`src/sv/tvsb_pkg.sv`:
```
// ----------------------------------------------------------------------------
// tvsb_pkg
// Shared types and constants for the tagged value store with bump pool.
// ----------------------------------------------------------------------------
package tvsb_pkg;

    localparam int TAG_W     = 32;
    localparam int INST_W    = 8;
    localparam int LEN_W     = 11;
    localparam int OFF_OUT_W = 10;
    localparam int STAT_W    = 2;
    localparam int OP_W      = 2;
    localparam int S_DATA_W  = 56;
    localparam int M_DATA_W  = 24;

    typedef enum logic [OP_W-1:0] {
        OP_SET   = 2'd0,
        OP_GET   = 2'd1,
        OP_DEL   = 2'd2,
        OP_CLEAR = 2'd3
    } tvsb_op_t;

    typedef enum logic [STAT_W-1:0] {
        STAT_OK       = 2'd0,
        STAT_INVAL    = 2'd1,
        STAT_OOM      = 2'd2,
        STAT_NOTFOUND = 2'd3
    } tvsb_status_t;

    typedef enum logic [1:0] {
        S_IDLE,
        S_SCAN,
        S_DECIDE
    } tvsb_state_t;

    typedef struct packed {
        logic match_hit;
        logic free_hit;
    } tvsb_scan_flags_t;

    // Replace tag bits 15:8 with a nonzero instance number.
    function automatic logic [TAG_W-1:0] eff_tag(input logic [TAG_W-1:0]  tag,
                                                 input logic [INST_W-1:0] inst);
        logic [TAG_W-1:0] res;
        res = tag;
        if (inst != '0) begin
            res[15:8] = inst;
        end
        return res;
    endfunction

endpackage

```
`src/sv/tvsb_ram.sv`:
```
// ----------------------------------------------------------------------------
// tvsb_ram
// Generic single-write, single-read RAM with registered read data.
// ----------------------------------------------------------------------------
module tvsb_ram #(
    parameter int WIDTH = 8,
    parameter int DEPTH = 32,
    parameter int AW    = (DEPTH > 1) ? $clog2(DEPTH) : 1
) (
    input  logic             aclk,
    input  logic             we,
    input  logic [AW-1:0]    waddr,
    input  logic [WIDTH-1:0] wdata,
    input  logic [AW-1:0]    raddr,
    output logic [WIDTH-1:0] rdata
);

    logic [WIDTH-1:0] mem [DEPTH];
    logic [WIDTH-1:0] rdata_reg;

    always_ff @(posedge aclk) begin
        if (we) begin
            mem[waddr] <= wdata;
        end
        rdata_reg <= mem[raddr];
    end

    assign rdata = rdata_reg;

endmodule

```
`src/sv/tvsb_scan.sv`:
```
// ----------------------------------------------------------------------------
// tvsb_scan
// Tag compare unit: walks the descriptors one per cycle and keeps the first
// matching slot and the first free slot.
// ----------------------------------------------------------------------------
module tvsb_scan #(
    parameter int ENTRIES = 32,
    parameter int OFF_W   = 11,
    parameter int IW      = (ENTRIES > 1) ? $clog2(ENTRIES) : 1
) (
    input  logic                       aclk,
    input  logic                       aresetn,
    input  logic                       start,
    input  logic                       cmp_vld,
    input  logic [IW-1:0]              cmp_idx,
    input  logic [tvsb_pkg::TAG_W-1:0] key_tag,
    input  logic [tvsb_pkg::TAG_W-1:0] rd_tag,
    input  logic [OFF_W-1:0]           rd_off,
    input  logic [tvsb_pkg::LEN_W-1:0] rd_len,
    input  logic                       slot_valid,
    output tvsb_pkg::tvsb_scan_flags_t flags,
    output logic [IW-1:0]              match_idx,
    output logic [IW-1:0]              free_idx,
    output logic [OFF_W-1:0]           match_off,
    output logic [tvsb_pkg::LEN_W-1:0] match_len
);
    import tvsb_pkg::*;

    tvsb_scan_flags_t  flags_reg, flags_next;
    logic [IW-1:0]     match_idx_reg, match_idx_next;
    logic [IW-1:0]     free_idx_reg, free_idx_next;
    logic [OFF_W-1:0]  match_off_reg, match_off_next;
    logic [LEN_W-1:0]  match_len_reg, match_len_next;

    always_comb begin
        flags_next     = flags_reg;
        match_idx_next = match_idx_reg;
        free_idx_next  = free_idx_reg;
        match_off_next = match_off_reg;
        match_len_next = match_len_reg;
        if (start) begin
            flags_next = '0;
        end else if (cmp_vld) begin
            if (slot_valid && (rd_tag == key_tag) && !flags_reg.match_hit) begin
                flags_next.match_hit = 1'b1;
                match_idx_next       = cmp_idx;
                match_off_next       = rd_off;
                match_len_next       = rd_len;
            end
            if (!slot_valid && !flags_reg.free_hit) begin
                flags_next.free_hit = 1'b1;
                free_idx_next       = cmp_idx;
            end
        end
    end

    always_ff @(posedge aclk) begin
        if (!aresetn) begin
            flags_reg <= '0;
        end else begin
            flags_reg <= flags_next;
        end
        match_idx_reg <= match_idx_next;
        free_idx_reg  <= free_idx_next;
        match_off_reg <= match_off_next;
        match_len_reg <= match_len_next;
    end

    assign flags     = flags_reg;
    assign match_idx = match_idx_reg;
    assign free_idx  = free_idx_reg;
    assign match_off = match_off_reg;
    assign match_len = match_len_reg;

endmodule

```
`src/sv/tagged_value_store_bump_pool.sv`:
```
// ----------------------------------------------------------------------------
// tagged_value_store_bump_pool
// Tag descriptor table with a bump allocator over a byte pool.
// ----------------------------------------------------------------------------
// Requests arrive on the s_ channel (op, tag, instance, length) and each one
// gives exactly one result on the m_ channel (status, pool offset, length).
// Set, get and delete walk all ENTRIES descriptors through the table RAM,
// one read per cycle, with one shared tag comparator; a set with a bad length
// walks too. After the walk, a decide step writes the result register as
// soon as that register is free; clear skips the walk and goes straight to
// the decide step. The single RAM read port and the single comparator pace
// the walk. s_tready is high only between requests.
// The result sits in an output register; the next request is taken while it
// waits, and its result is held back until m_tready frees the register.
// Reset empties the table (valid bits cleared at once) and the pool; the
// block accepts a request in the first cycle after reset.
// ----------------------------------------------------------------------------
module tagged_value_store_bump_pool #(
    parameter int ENTRIES    = 32,
    parameter int POOL_BYTES = 1024
) (
    input  logic                          aclk,
    input  logic                          aresetn,
    input  logic                          s_tvalid,
    output logic                          s_tready,
    // op, tag_value, instance_req, length
    input  logic [tvsb_pkg::S_DATA_W-1:0] s_tdata,
    output logic                          m_tvalid,
    input  logic                          m_tready,
    // status, pool_offset, result_length
    output logic [tvsb_pkg::M_DATA_W-1:0] m_tdata
);
    import tvsb_pkg::*;

    localparam int IW    = (ENTRIES > 1) ? $clog2(ENTRIES) : 1;
    localparam int CW    = $clog2(ENTRIES + 1);
    localparam int OW    = $clog2(POOL_BYTES + 1);
    localparam int SW    = ((OW > LEN_W) ? OW : LEN_W) + 1;
    localparam int RAM_W = TAG_W + OW + LEN_W;

    tvsb_state_t        state_reg, state_next;
    tvsb_op_t           op_reg, op_next;
    logic [TAG_W-1:0]   tag_reg, tag_next;
    logic [LEN_W-1:0]   len_reg, len_next;
    logic [CW-1:0]      issue_cnt_reg, issue_cnt_next;
    logic               cmp_vld_reg, cmp_vld_next;
    logic [IW-1:0]      cmp_idx_reg, cmp_idx_next;
    logic [OW-1:0]      pool_fill_reg, pool_fill_next;
    logic [ENTRIES-1:0] valid_reg, valid_next;
    logic               m_tvalid_reg, m_tvalid_next;
    tvsb_status_t       m_status_reg, m_status_next;
    logic [OW-1:0]      m_off_reg, m_off_next;
    logic [LEN_W-1:0]   m_len_reg, m_len_next;

    logic               s_xfer;
    logic               scan_start;
    logic               rd_en;
    tvsb_op_t           in_op;
    logic [LEN_W-1:0]   in_len;

    logic               ram_we;
    logic [IW-1:0]      ram_waddr;
    logic [RAM_W-1:0]   ram_wdata;
    logic [RAM_W-1:0]   ram_rdata;

    tvsb_scan_flags_t   flags;
    logic [IW-1:0]      match_idx;
    logic [IW-1:0]      free_idx;
    logic [OW-1:0]      match_off;
    logic [LEN_W-1:0]   match_len;

    logic [SW-1:0]      bump_sum;
    logic               bump_fits;
    logic               len_bad;
    logic               out_free;

    assign in_op  = tvsb_op_t'(s_tdata[1:0]);
    assign in_len = s_tdata[52:42];
    assign s_xfer = s_tvalid && s_tready;

    assign s_tready   = (state_reg == S_IDLE);
    assign scan_start = s_xfer;
    assign rd_en      = (state_reg == S_SCAN) && (issue_cnt_reg < CW'(ENTRIES));
    assign out_free   = !m_tvalid_reg || m_tready;

    assign bump_sum  = SW'(pool_fill_reg) + SW'(len_reg);
    assign bump_fits = (bump_sum <= SW'(POOL_BYTES));
    assign len_bad   = (len_reg == '0) || (SW'(len_reg) > SW'(POOL_BYTES));

    tvsb_ram #(
        .WIDTH (RAM_W),
        .DEPTH (ENTRIES),
        .AW    (IW)
    ) u_table (
        .aclk  (aclk),
        .we    (ram_we),
        .waddr (ram_waddr),
        .wdata (ram_wdata),
        .raddr (issue_cnt_reg[IW-1:0]),
        .rdata (ram_rdata)
    );

    tvsb_scan #(
        .ENTRIES (ENTRIES),
        .OFF_W   (OW),
        .IW      (IW)
    ) u_scan (
        .aclk       (aclk),
        .aresetn    (aresetn),
        .start      (scan_start),
        .cmp_vld    (cmp_vld_reg),
        .cmp_idx    (cmp_idx_reg),
        .key_tag    (tag_reg),
        .rd_tag     (ram_rdata[RAM_W-1 -: TAG_W]),
        .rd_off     (ram_rdata[LEN_W +: OW]),
        .rd_len     (ram_rdata[LEN_W-1:0]),
        .slot_valid (valid_reg[cmp_idx_reg]),
        .flags      (flags),
        .match_idx  (match_idx),
        .free_idx   (free_idx),
        .match_off  (match_off),
        .match_len  (match_len)
    );

    always_comb begin
        state_next     = state_reg;
        op_next        = op_reg;
        tag_next       = tag_reg;
        len_next       = len_reg;
        issue_cnt_next = issue_cnt_reg;
        cmp_vld_next   = rd_en;
        cmp_idx_next   = issue_cnt_reg[IW-1:0];
        pool_fill_next = pool_fill_reg;
        valid_next     = valid_reg;
        m_tvalid_next  = m_tvalid_reg && !m_tready;
        m_status_next  = m_status_reg;
        m_off_next     = m_off_reg;
        m_len_next     = m_len_reg;
        ram_we         = 1'b0;
        ram_waddr      = match_idx;
        ram_wdata      = {tag_reg, match_off, len_reg};

        unique case (state_reg)
            S_IDLE: begin
                if (s_xfer) begin
                    op_next        = in_op;
                    tag_next       = eff_tag(s_tdata[33:2], s_tdata[41:34]);
                    len_next       = in_len;
                    issue_cnt_next = '0;
                    if (in_op == OP_CLEAR) begin
                        state_next = S_DECIDE;
                    end else begin
                        state_next = S_SCAN;
                    end
                end
            end
            S_SCAN: begin
                if (rd_en) begin
                    issue_cnt_next = issue_cnt_reg + CW'(1);
                end
                if (cmp_vld_reg && (cmp_idx_reg == IW'(ENTRIES - 1))) begin
                    state_next = S_DECIDE;
                end
            end
            S_DECIDE: begin
                if (out_free) begin
                    state_next    = S_IDLE;
                    m_tvalid_next = 1'b1;
                    m_status_next = STAT_OK;
                    m_off_next    = '0;
                    m_len_next    = '0;
                    unique case (op_reg)
                        OP_SET: begin
                            if (len_bad) begin
                                m_status_next = STAT_INVAL;
                            end else if (flags.match_hit) begin
                                if (match_len >= len_reg) begin
                                    ram_we     = 1'b1;
                                    m_off_next = match_off;
                                    m_len_next = len_reg;
                                end else if (bump_fits) begin
                                    ram_we         = 1'b1;
                                    ram_wdata      = {tag_reg, pool_fill_reg, len_reg};
                                    pool_fill_next = bump_sum[OW-1:0];
                                    m_off_next     = pool_fill_reg;
                                    m_len_next     = len_reg;
                                end else begin
                                    m_status_next = STAT_OOM;
                                end
                            end else if (!bump_fits) begin
                                m_status_next = STAT_OOM;
                            end else begin
                                pool_fill_next = bump_sum[OW-1:0];
                                if (flags.free_hit) begin
                                    ram_we                = 1'b1;
                                    ram_waddr             = free_idx;
                                    ram_wdata             = {tag_reg, pool_fill_reg, len_reg};
                                    valid_next[free_idx]  = 1'b1;
                                    m_off_next            = pool_fill_reg;
                                    m_len_next            = len_reg;
                                end else begin
                                    m_status_next = STAT_OOM;
                                end
                            end
                        end
                        OP_GET: begin
                            if (flags.match_hit) begin
                                m_off_next = match_off;
                                m_len_next = (len_reg < match_len) ? len_reg : match_len;
                            end else begin
                                m_status_next = STAT_NOTFOUND;
                            end
                        end
                        OP_DEL: begin
                            if (flags.match_hit) begin
                                valid_next[match_idx] = 1'b0;
                            end else begin
                                m_status_next = STAT_NOTFOUND;
                            end
                        end
                        OP_CLEAR: begin
                            valid_next     = '0;
                            pool_fill_next = '0;
                        end
                        default: begin
                            m_status_next = STAT_OK;
                        end
                    endcase
                end
            end
            default: begin
                state_next = S_IDLE;
            end
        endcase
    end

    always_ff @(posedge aclk) begin
        if (!aresetn) begin
            state_reg     <= S_IDLE;
            issue_cnt_reg <= '0;
            cmp_vld_reg   <= 1'b0;
            pool_fill_reg <= '0;
            valid_reg     <= '0;
            m_tvalid_reg  <= 1'b0;
        end else begin
            state_reg     <= state_next;
            issue_cnt_reg <= issue_cnt_next;
            cmp_vld_reg   <= cmp_vld_next;
            pool_fill_reg <= pool_fill_next;
            valid_reg     <= valid_next;
            m_tvalid_reg  <= m_tvalid_next;
        end
        op_reg       <= op_next;
        tag_reg      <= tag_next;
        len_reg      <= len_next;
        cmp_idx_reg  <= cmp_idx_next;
        m_status_reg <= m_status_next;
        m_off_reg    <= m_off_next;
        m_len_reg    <= m_len_next;
    end

    assign m_tvalid = m_tvalid_reg;
    assign m_tdata  = {1'b0, m_len_reg, OFF_OUT_W'(m_off_reg), m_status_reg};

    a_result_from_decide: assert property (@(posedge aclk) disable iff (!aresetn)
        $rose(m_tvalid_reg) |-> $past(state_reg == S_DECIDE))
        else $error("result appeared without a decision step");

    a_pool_bound: assert property (@(posedge aclk) disable iff (!aresetn)
        SW'(pool_fill_reg) <= SW'(POOL_BYTES))
        else $error("pool fill beyond pool size");

    a_compare_in_scan: assert property (@(posedge aclk) disable iff (!aresetn)
        cmp_vld_reg |-> $past(state_reg == S_SCAN))
        else $error("tag compare outside of a table walk");

    a_no_accept_while_busy: assert property (@(posedge aclk) disable iff (!aresetn)
        (state_reg == S_SCAN) |=> !$past(s_xfer))
        else $error("request taken during a table walk");

endmodule

```
`config.mk`:
```
export PLATFORM = sky130hd
export DESIGN_NAME = tagged_value_store_bump_pool
export DESIGN_NICKNAME = d
export VERILOG_FILES = /design/src/sv/tvsb_pkg.sv /design/src/sv/tvsb_ram.sv /design/src/sv/tvsb_scan.sv /design/src/sv/tagged_value_store_bump_pool.sv
export SDC_FILE = /design/constraint.sdc
export NUM_CORES = 2
export LEC_CHECK = 0
export ABC_AREA = 1
export BUFFER_PORTS_ARGS = -buffer_cell sky130_fd_sc_hd__buf_2
export CAP_MARGIN = 15
export CORE_UTILIZATION = 50
export CTS_CLUSTER_SIZE = 24
export DETAILED_ROUTE_END_ITERATION = 8
export PLACE_DENSITY = 0.67
export SETUP_SLACK_MARGIN = 0.02
export SYNTH_ARGS = -nofsm -noshare
export SYNTH_HDL_FRONTEND = slang
export SYNTH_SLANG_ARGS = --single-unit
```
`constraint.sdc`:
```
create_clock -name aclk -period 6.7 [get_ports aclk]
set_input_delay 0.67 -clock aclk [delete_from_list [all_inputs] [get_ports aclk]]
set_output_delay 0.67 -clock aclk [all_outputs]
set_load 0.02 [all_outputs]
```
# Yosys cells after proc, flatten, opt, wreduce, memory -nomap -nowiden
# Memories as Yosys holds them, arrays and structs flattened. A register that Yosys moved wholly into a read port is not among the register bits.
# Index checks and enable logic that the tools add are counted.
# totals
out_inout_bits	26
inputBits	60
elab_cells	170
reg_bits	160
memories	1
ram_bits	1728
# classes
n_mux	80
eq_ne	18
reduce_logical	35
add_sub_neg	2
bitwise	5
order_cmp	10
# memory_table
name	words	width	rd	rd_clocked_by_memory_dff	write_ports	line_no	text
u_table.mem	32	54	1	1	1	tvsb_ram.sv:18	logic [WIDTH-1:0] mem [DEPTH];
# op_table
operator	n
$mux 22	9
$mux 32	5
$mux 11	12
$pmux 32 s3	1
$mux 10	7
$pmux 11 s2	2
$mux 5	7
$and 32x32->32	1
$eq 32x32->1	1
$not 32->32	1
$or 32x32->32	1
$mux 2	11
$pmux 10 s2	1
$lt 5x6->1 const B	3
$mux 1	16
$add 11x11->12	1
$le 12x11->1 const B	1
$mux 6	2
$pmux 6 s2	1
$reduce_and 3->1	4
$ge 11x11->1	1
$gt 11x11->1 const B	1
$logic_not 11->1	1
$lt 11x11->1	1
other kinds (26)	59

# Depth between registers and ports, before layout
# depth
depth_word	11
depth_mapped	21
mapped_depth_nobuf	21

# Cells and area by module
# From an unflattened synthesis, not the netlist that was laid out.
# hier_totals
cells_unflattened	7282
area_unflattened_um2	81197.9
# by_module_without_submodules
mod	instances	cells_each	area_per_inst_um2
tvsb_ram	1	5929	71411.0
tagged_value_store_bump_pool	1	1110	7901.3
tvsb_scan	1	243	1885.6

# Worst setup path after synthesis
# No wires, ideal clock.
# synth_path
kind	in2reg
start	in m_tready
end	mem u_table.mem[0][0] (netlist bit) (enable)
arrival_ps	5075
path_stages	11
slack_ps	1161
path_buffers	1
path_cell_list	nor2_1 nor2_1 nand2_2 nor2_1 buf_4 nand3_1 nand2_2 nand2_1 clkinv_1 nand2_1 nor2_1
# synth_between
elab_chain_cells	5
word_cells_on_any_way	7
classes_between	mux (6); reduce/logical (1)
# synth_rtl
item	line_no	text
from (decl)	tagged_value_store_bump_pool.sv:29	input logic m_tready,
$logic_or 1x1->1 (*)	tagged_value_store_bump_pool.sv:84	assign out_free = !m_tvalid_reg || m_tready;
$mux 1	tagged_value_store_bump_pool.sv:166	if (out_free) begin
$mux 1	tagged_value_store_bump_pool.sv:143	unique case (state_reg)
$mux 1	tvsb_ram.sv:22	if (we) begin
$mux 1 (implied by the code)	tvsb_ram.sv:23	mem[waddr] <= wdata;
to (decl)	tvsb_ram.sv:18	
# Every way passes the cells marked *; elsewhere a longest branch is shown, timed or not.

# Final worst setup path
# layout_path
start	reg len_reg[1]
end	mem u_table.mem[22][47] (netlist bit) (enable)
# layout_between
elab_chain_cells	11
word_cells_on_any_way	22
classes_between	add/sub (1); order compare (3); mux (16); reduce/logical (2)
# layout_rtl
item	line_no	text
from (decl)	tagged_value_store_bump_pool.sv:44	logic [LEN_W-1:0] len_reg, len_next;
from (signal assigned)	tagged_value_store_bump_pool.sv:255	len_reg <= len_next;
$add 11x11->12	tagged_value_store_bump_pool.sv:86	assign bump_sum = SW'(pool_fill_reg) + SW'(len_reg);
$le 12x11->1	tagged_value_store_bump_pool.sv:87	assign bump_fits = (bump_sum <= SW'(POOL_BYTES));
$mux 1	tagged_value_store_bump_pool.sv:181	end else if (bump_fits) begin
$mux 1	tagged_value_store_bump_pool.sv:177	if (match_len >= len_reg) begin
$mux 1	tagged_value_store_bump_pool.sv:176	end else if (flags.match_hit) begin
$mux 1	tagged_value_store_bump_pool.sv:174	if (len_bad) begin
$mux 1	tagged_value_store_bump_pool.sv:172	unique case (op_reg)
$mux 1	tagged_value_store_bump_pool.sv:166	
$mux 1	tagged_value_store_bump_pool.sv:143	
$mux 1	tvsb_ram.sv:22	
$mux 1 (implied by the code)	tvsb_ram.sv:23	
# Parallel ways exist; a longest one is shown, timed or not.

==> impl_metrics.py <==
metrics = {
    "cts": {
        "path_clk_slew_ps": 60,
        "holdBufCountCts": 26,
        "post_cts_buffers": 0,
        "insertion_delay_ps": 820,
        "cts_resized": 0,
        "cts_tree": "yes",
        "cts_sinks": 1908,
        "cts_buffers": 185,
        "cts.htree.levels": 4,
        "cts_root_buf": "clkbuf_16",
        "clock_path_buffers": 3,
    },
    "finish": {
        "finalInstanceArea_sq_mm": 0.08563,
        "fillers": 11960,
        "areaGrowthSynthToFinish_pct": 12.67,
        "final_layout_size_suffix_gt1_share_pct": 9.250,
        "nNetsFinal": 6157,
        "largest_reg_flops": 1696,
        "fin_util_pct": 56.97,
    },
    "timing": {
        "max_clock_freq_ghz": 0.1933,
        "finalCritPeriodShare_pct": 77.23,
        "relSlewSlack_pct": 22.99,
        "worst_pin_slew_ps": 1152,
        "setup_viol": 0,
        "slew_viol_final": 0,
        "fin_skew_ps": 31.50,
        "period_needed_ps": 5174,
        "hold_viol": 0,
        "setup_tns_ps": 0,
        "rsz0062_at_grt": "false",
    },
    "die": {
        "die_w_microns": 391.9,
        "start_util_pct": 50.57,
        "pin_count": 86,
        "dieArea_sq_mm": 0.1536,
        "die_h_microns": 391.9,
        "rows": 142,
        "coreArea_sq_mm": 0.1503,
    },
    "logic_synthesis": {
        "ys_seq_area_share_pct": 73.89,
        "synth_warnings": 0,
        "syn_area_sq_mm": 0.07601,
        "synth_fp_nets": 6104,
        "avgSynthCellArea_sq_um": 12.63,
        "ys_seq_elements": 1908,
        "ys_async_sr_fraction_pct": 0,
        "synth-main-ff-cell": "edfxtp_1",
        "synth_edf_count": 1795,
        "synth_cell_types": 52,
        "synthCells": 6016,
    },
    "grt": {
        "antenna_found_initial": 2,
        "grt_pass1_vias": 47660,
        "grt_max_degree": 185,
        "overflow": 0,
        "grtUsageTotal_pct": 26.94,
        "grt_pass1_wl_mm": 306.5,
    },
    "power": {
        "ir_worst_vdd_uv": 304.0,
        "pwr-share-comb_pct": 6.3,
        "p_leak_nw": 28.40,
        "total_power_mw": 24.95,
        "power.internal_mw": 19.27,
        "p_per_area_mw_per_mm2": 291.3,
        "p_sw_mw": 5.678,
        "swShare_pct": 22.76,
        "p_seq_share_pct": 53.0,
        "pwr-share-clk_pct": 40.8,
    },
    "hold_path": {
        "hold_path_depth": 1,
        "hold_path.class": "in2reg",
    },
    "route": {
        "routedWlPerCell_microns": 25.35,
        "routed_wl_mm": 209.0,
        "routed_via_density": 6.158,
        "postRouteAntennaNets": 0,
        "vias": 50760,
        "drt_iter0_drc": 6564,
        "drc": 0,
        "drtPass1Iterations": 6,
    },
    "run_status": {
        "outcome": "finished clean",
    },
    "placement": {
        "place.gp.congestion": 0.8458,
        "place_hpwl_mm": 110.2,
        "placed_cell_area_sq_mm": 0.07933,
        "io_buffers": 81,
    },
    "setup_path": {
        "path_class": "reg2reg",
        "crit_arrival_ps": 5670,
        "path_cells": "buf_4, inv_1, fa_1, inv_1, nand3_1, nand2_1, nand2_1, nand2_1, nand2_1, nand2_1, nand3_1, nor2_1, nand2_1, nand2_4, nand2_2, nand2_2, nand2_4, nor2_8, nand3_4, nor2_4, buf_12",
        "cp_top_family": "simple AND/OR/NAND/NOR gates",
        "crit_slowest_cell": "nor2_4",
        "endpoint_kind": "flip-flop",
        "critPathMaxStageDelay_ps": 830,
        "crit_top_cell": "nand2_1",
        "required_ps": 7200,
        "cp.depth": 21,
        "startpoint_type": "flip-flop",
        "crit_buf_inv": 4,
        "ff2ff_path_depth": 21,
        "cp_max_fo": 35,
    },
    "job": {
        "cap_viol_max_count": 0,
    },
}
[path summary, 6_finish.rpt]
kind / startpoint / to / slack [ps]
worst max-delay path: len_reg[1]$_DFFE_PP_ / u_table.mem[22][47]$_DFFE_PP_ / 1530
worst min-delay path: s_tdata[23] / tag_reg[21]$_DFFE_PP_ / 40
worst max register to register: len_reg[1]$_DFFE_PP_ / u_table.mem[22][47]$_DFFE_PP_ / 1530
worst min register to register: u_table.rdata[4]$_DFF_P_ / u_scan.match_len[4]$_DFFE_PP_ / 400
[power by group through the flow]
stage	combinational, mW	sequential [mW]	clock (mW)
5_1_grt	1.71	13.2	10.7
3_3_place_gp	1.49	13.5	0
6_report	1.56	13.2	10.2
4_1_cts	1.55	13.2	10.2
2_1_floorplan	0.924	13.5	0
3_5_place_dp	1.53	13.5	0
[kinds of logic (layout without fill, tap and decap cells)]
group / Yosys count / count (layout) / synth area share [%]
and+or+nand+nor: 1828 / 1828 / 9.833
xor gates and xnor gates: 11 / 11 / 0.1268
other: 1 / 2 / 0.004934
DFF: 1908 / 1908 / 73.89
AOI/OAI and AO/OA: 1619 / 1619 / 12.47
buffers and inverters: 621 / 832 / 3.200
adders and majority gates: 28 / 28 / 0.4708
[routing by layer]
metal / part of all wire [%] / wire length, microns / track usage (%) / up-vias
li1: - / - / - / 22400
met1: 40 / 83540 / 37.59 / 25230
met2: 47 / 98500 / 42.79 / 2720
met3: 9.5 / 19880 / 4.410 / 418
met4: 3.4 / 7051 / 9.787 / 0
met5: 0 / 0 / 0 / -
[final cells by class]
cell class / instances / area (sq um) / share of cell area (%)
inverters: 226 / 878.3 / 1.026
flip-flops and latches: 1908 / 56180 / 65.60
well taps: 2016 / 2522 / 2.946
diodes: 1 / 2.502 / 0.002922
clock buffers: 247 / 5077 / 5.929
repair buffers: 261 / 2472 / 2.887
multi-input cells: 3487 / 17670 / 20.63
clock inverters: 98 / 839.6 / 0.9804
[metrics by stage]
stage               hold slack (ps)  setup WS (ps)  std cells
floorplan                     329.0           1161       6016
global placement              387.5           1558       7867
detailed placement            388.7           1534       7867
CTS                          0.3511           1504       8238
global route                  18.11           1184       8243
finish                        43.87           1526       8244
[cells in the final DEF, fill, tap and decap left out, types with 27 or more instances in the layout]
cell type and instances:
ha_1 27, nand3_1 194, buf_4 104, edfxtp_1 1795
nor2_1 988, buf_2 81, dfxtp_1 109, nand2_1 495
clkbuf_1 45, nand4_1 68, inv_1 209, a32o_1 32
clkinv_1 44, clkinv_2 34, o211ai_1 63, clkbuf_16 189
buf_12 45, o221ai_1 171, o21ai_0 1011, o22ai_1 261
nor2_4 35, a21oi_1 56
[synth_stat cells, drive strengths merged, types with 32 or more instances]
| cell | n | share of area (%) |
|---|---|---|
| clkbuf | 335 | 1.7 |
| nand2 | 507 | 2.6 |
| o211ai | 64 | 0.65 |
| buf | 60 | 0.43 |
| o22ai | 261 | 2.1 |
| o221ai | 171 | 2.0 |
| a32o | 32 | 0.42 |
| a21oi | 56 | 0.37 |
| nor2 | 1028 | 5.1 |
| o21ai | 1011 | 6.7 |
| nand4 | 68 | 0.56 |
| inv | 221 | 1.1 |
| nand3 | 200 | 1.4 |
| edfxtp | 1795 | 71 |
| dfxtp | 113 | 3.0 |
Note: power is estimated with default switching activity, not from simulation.
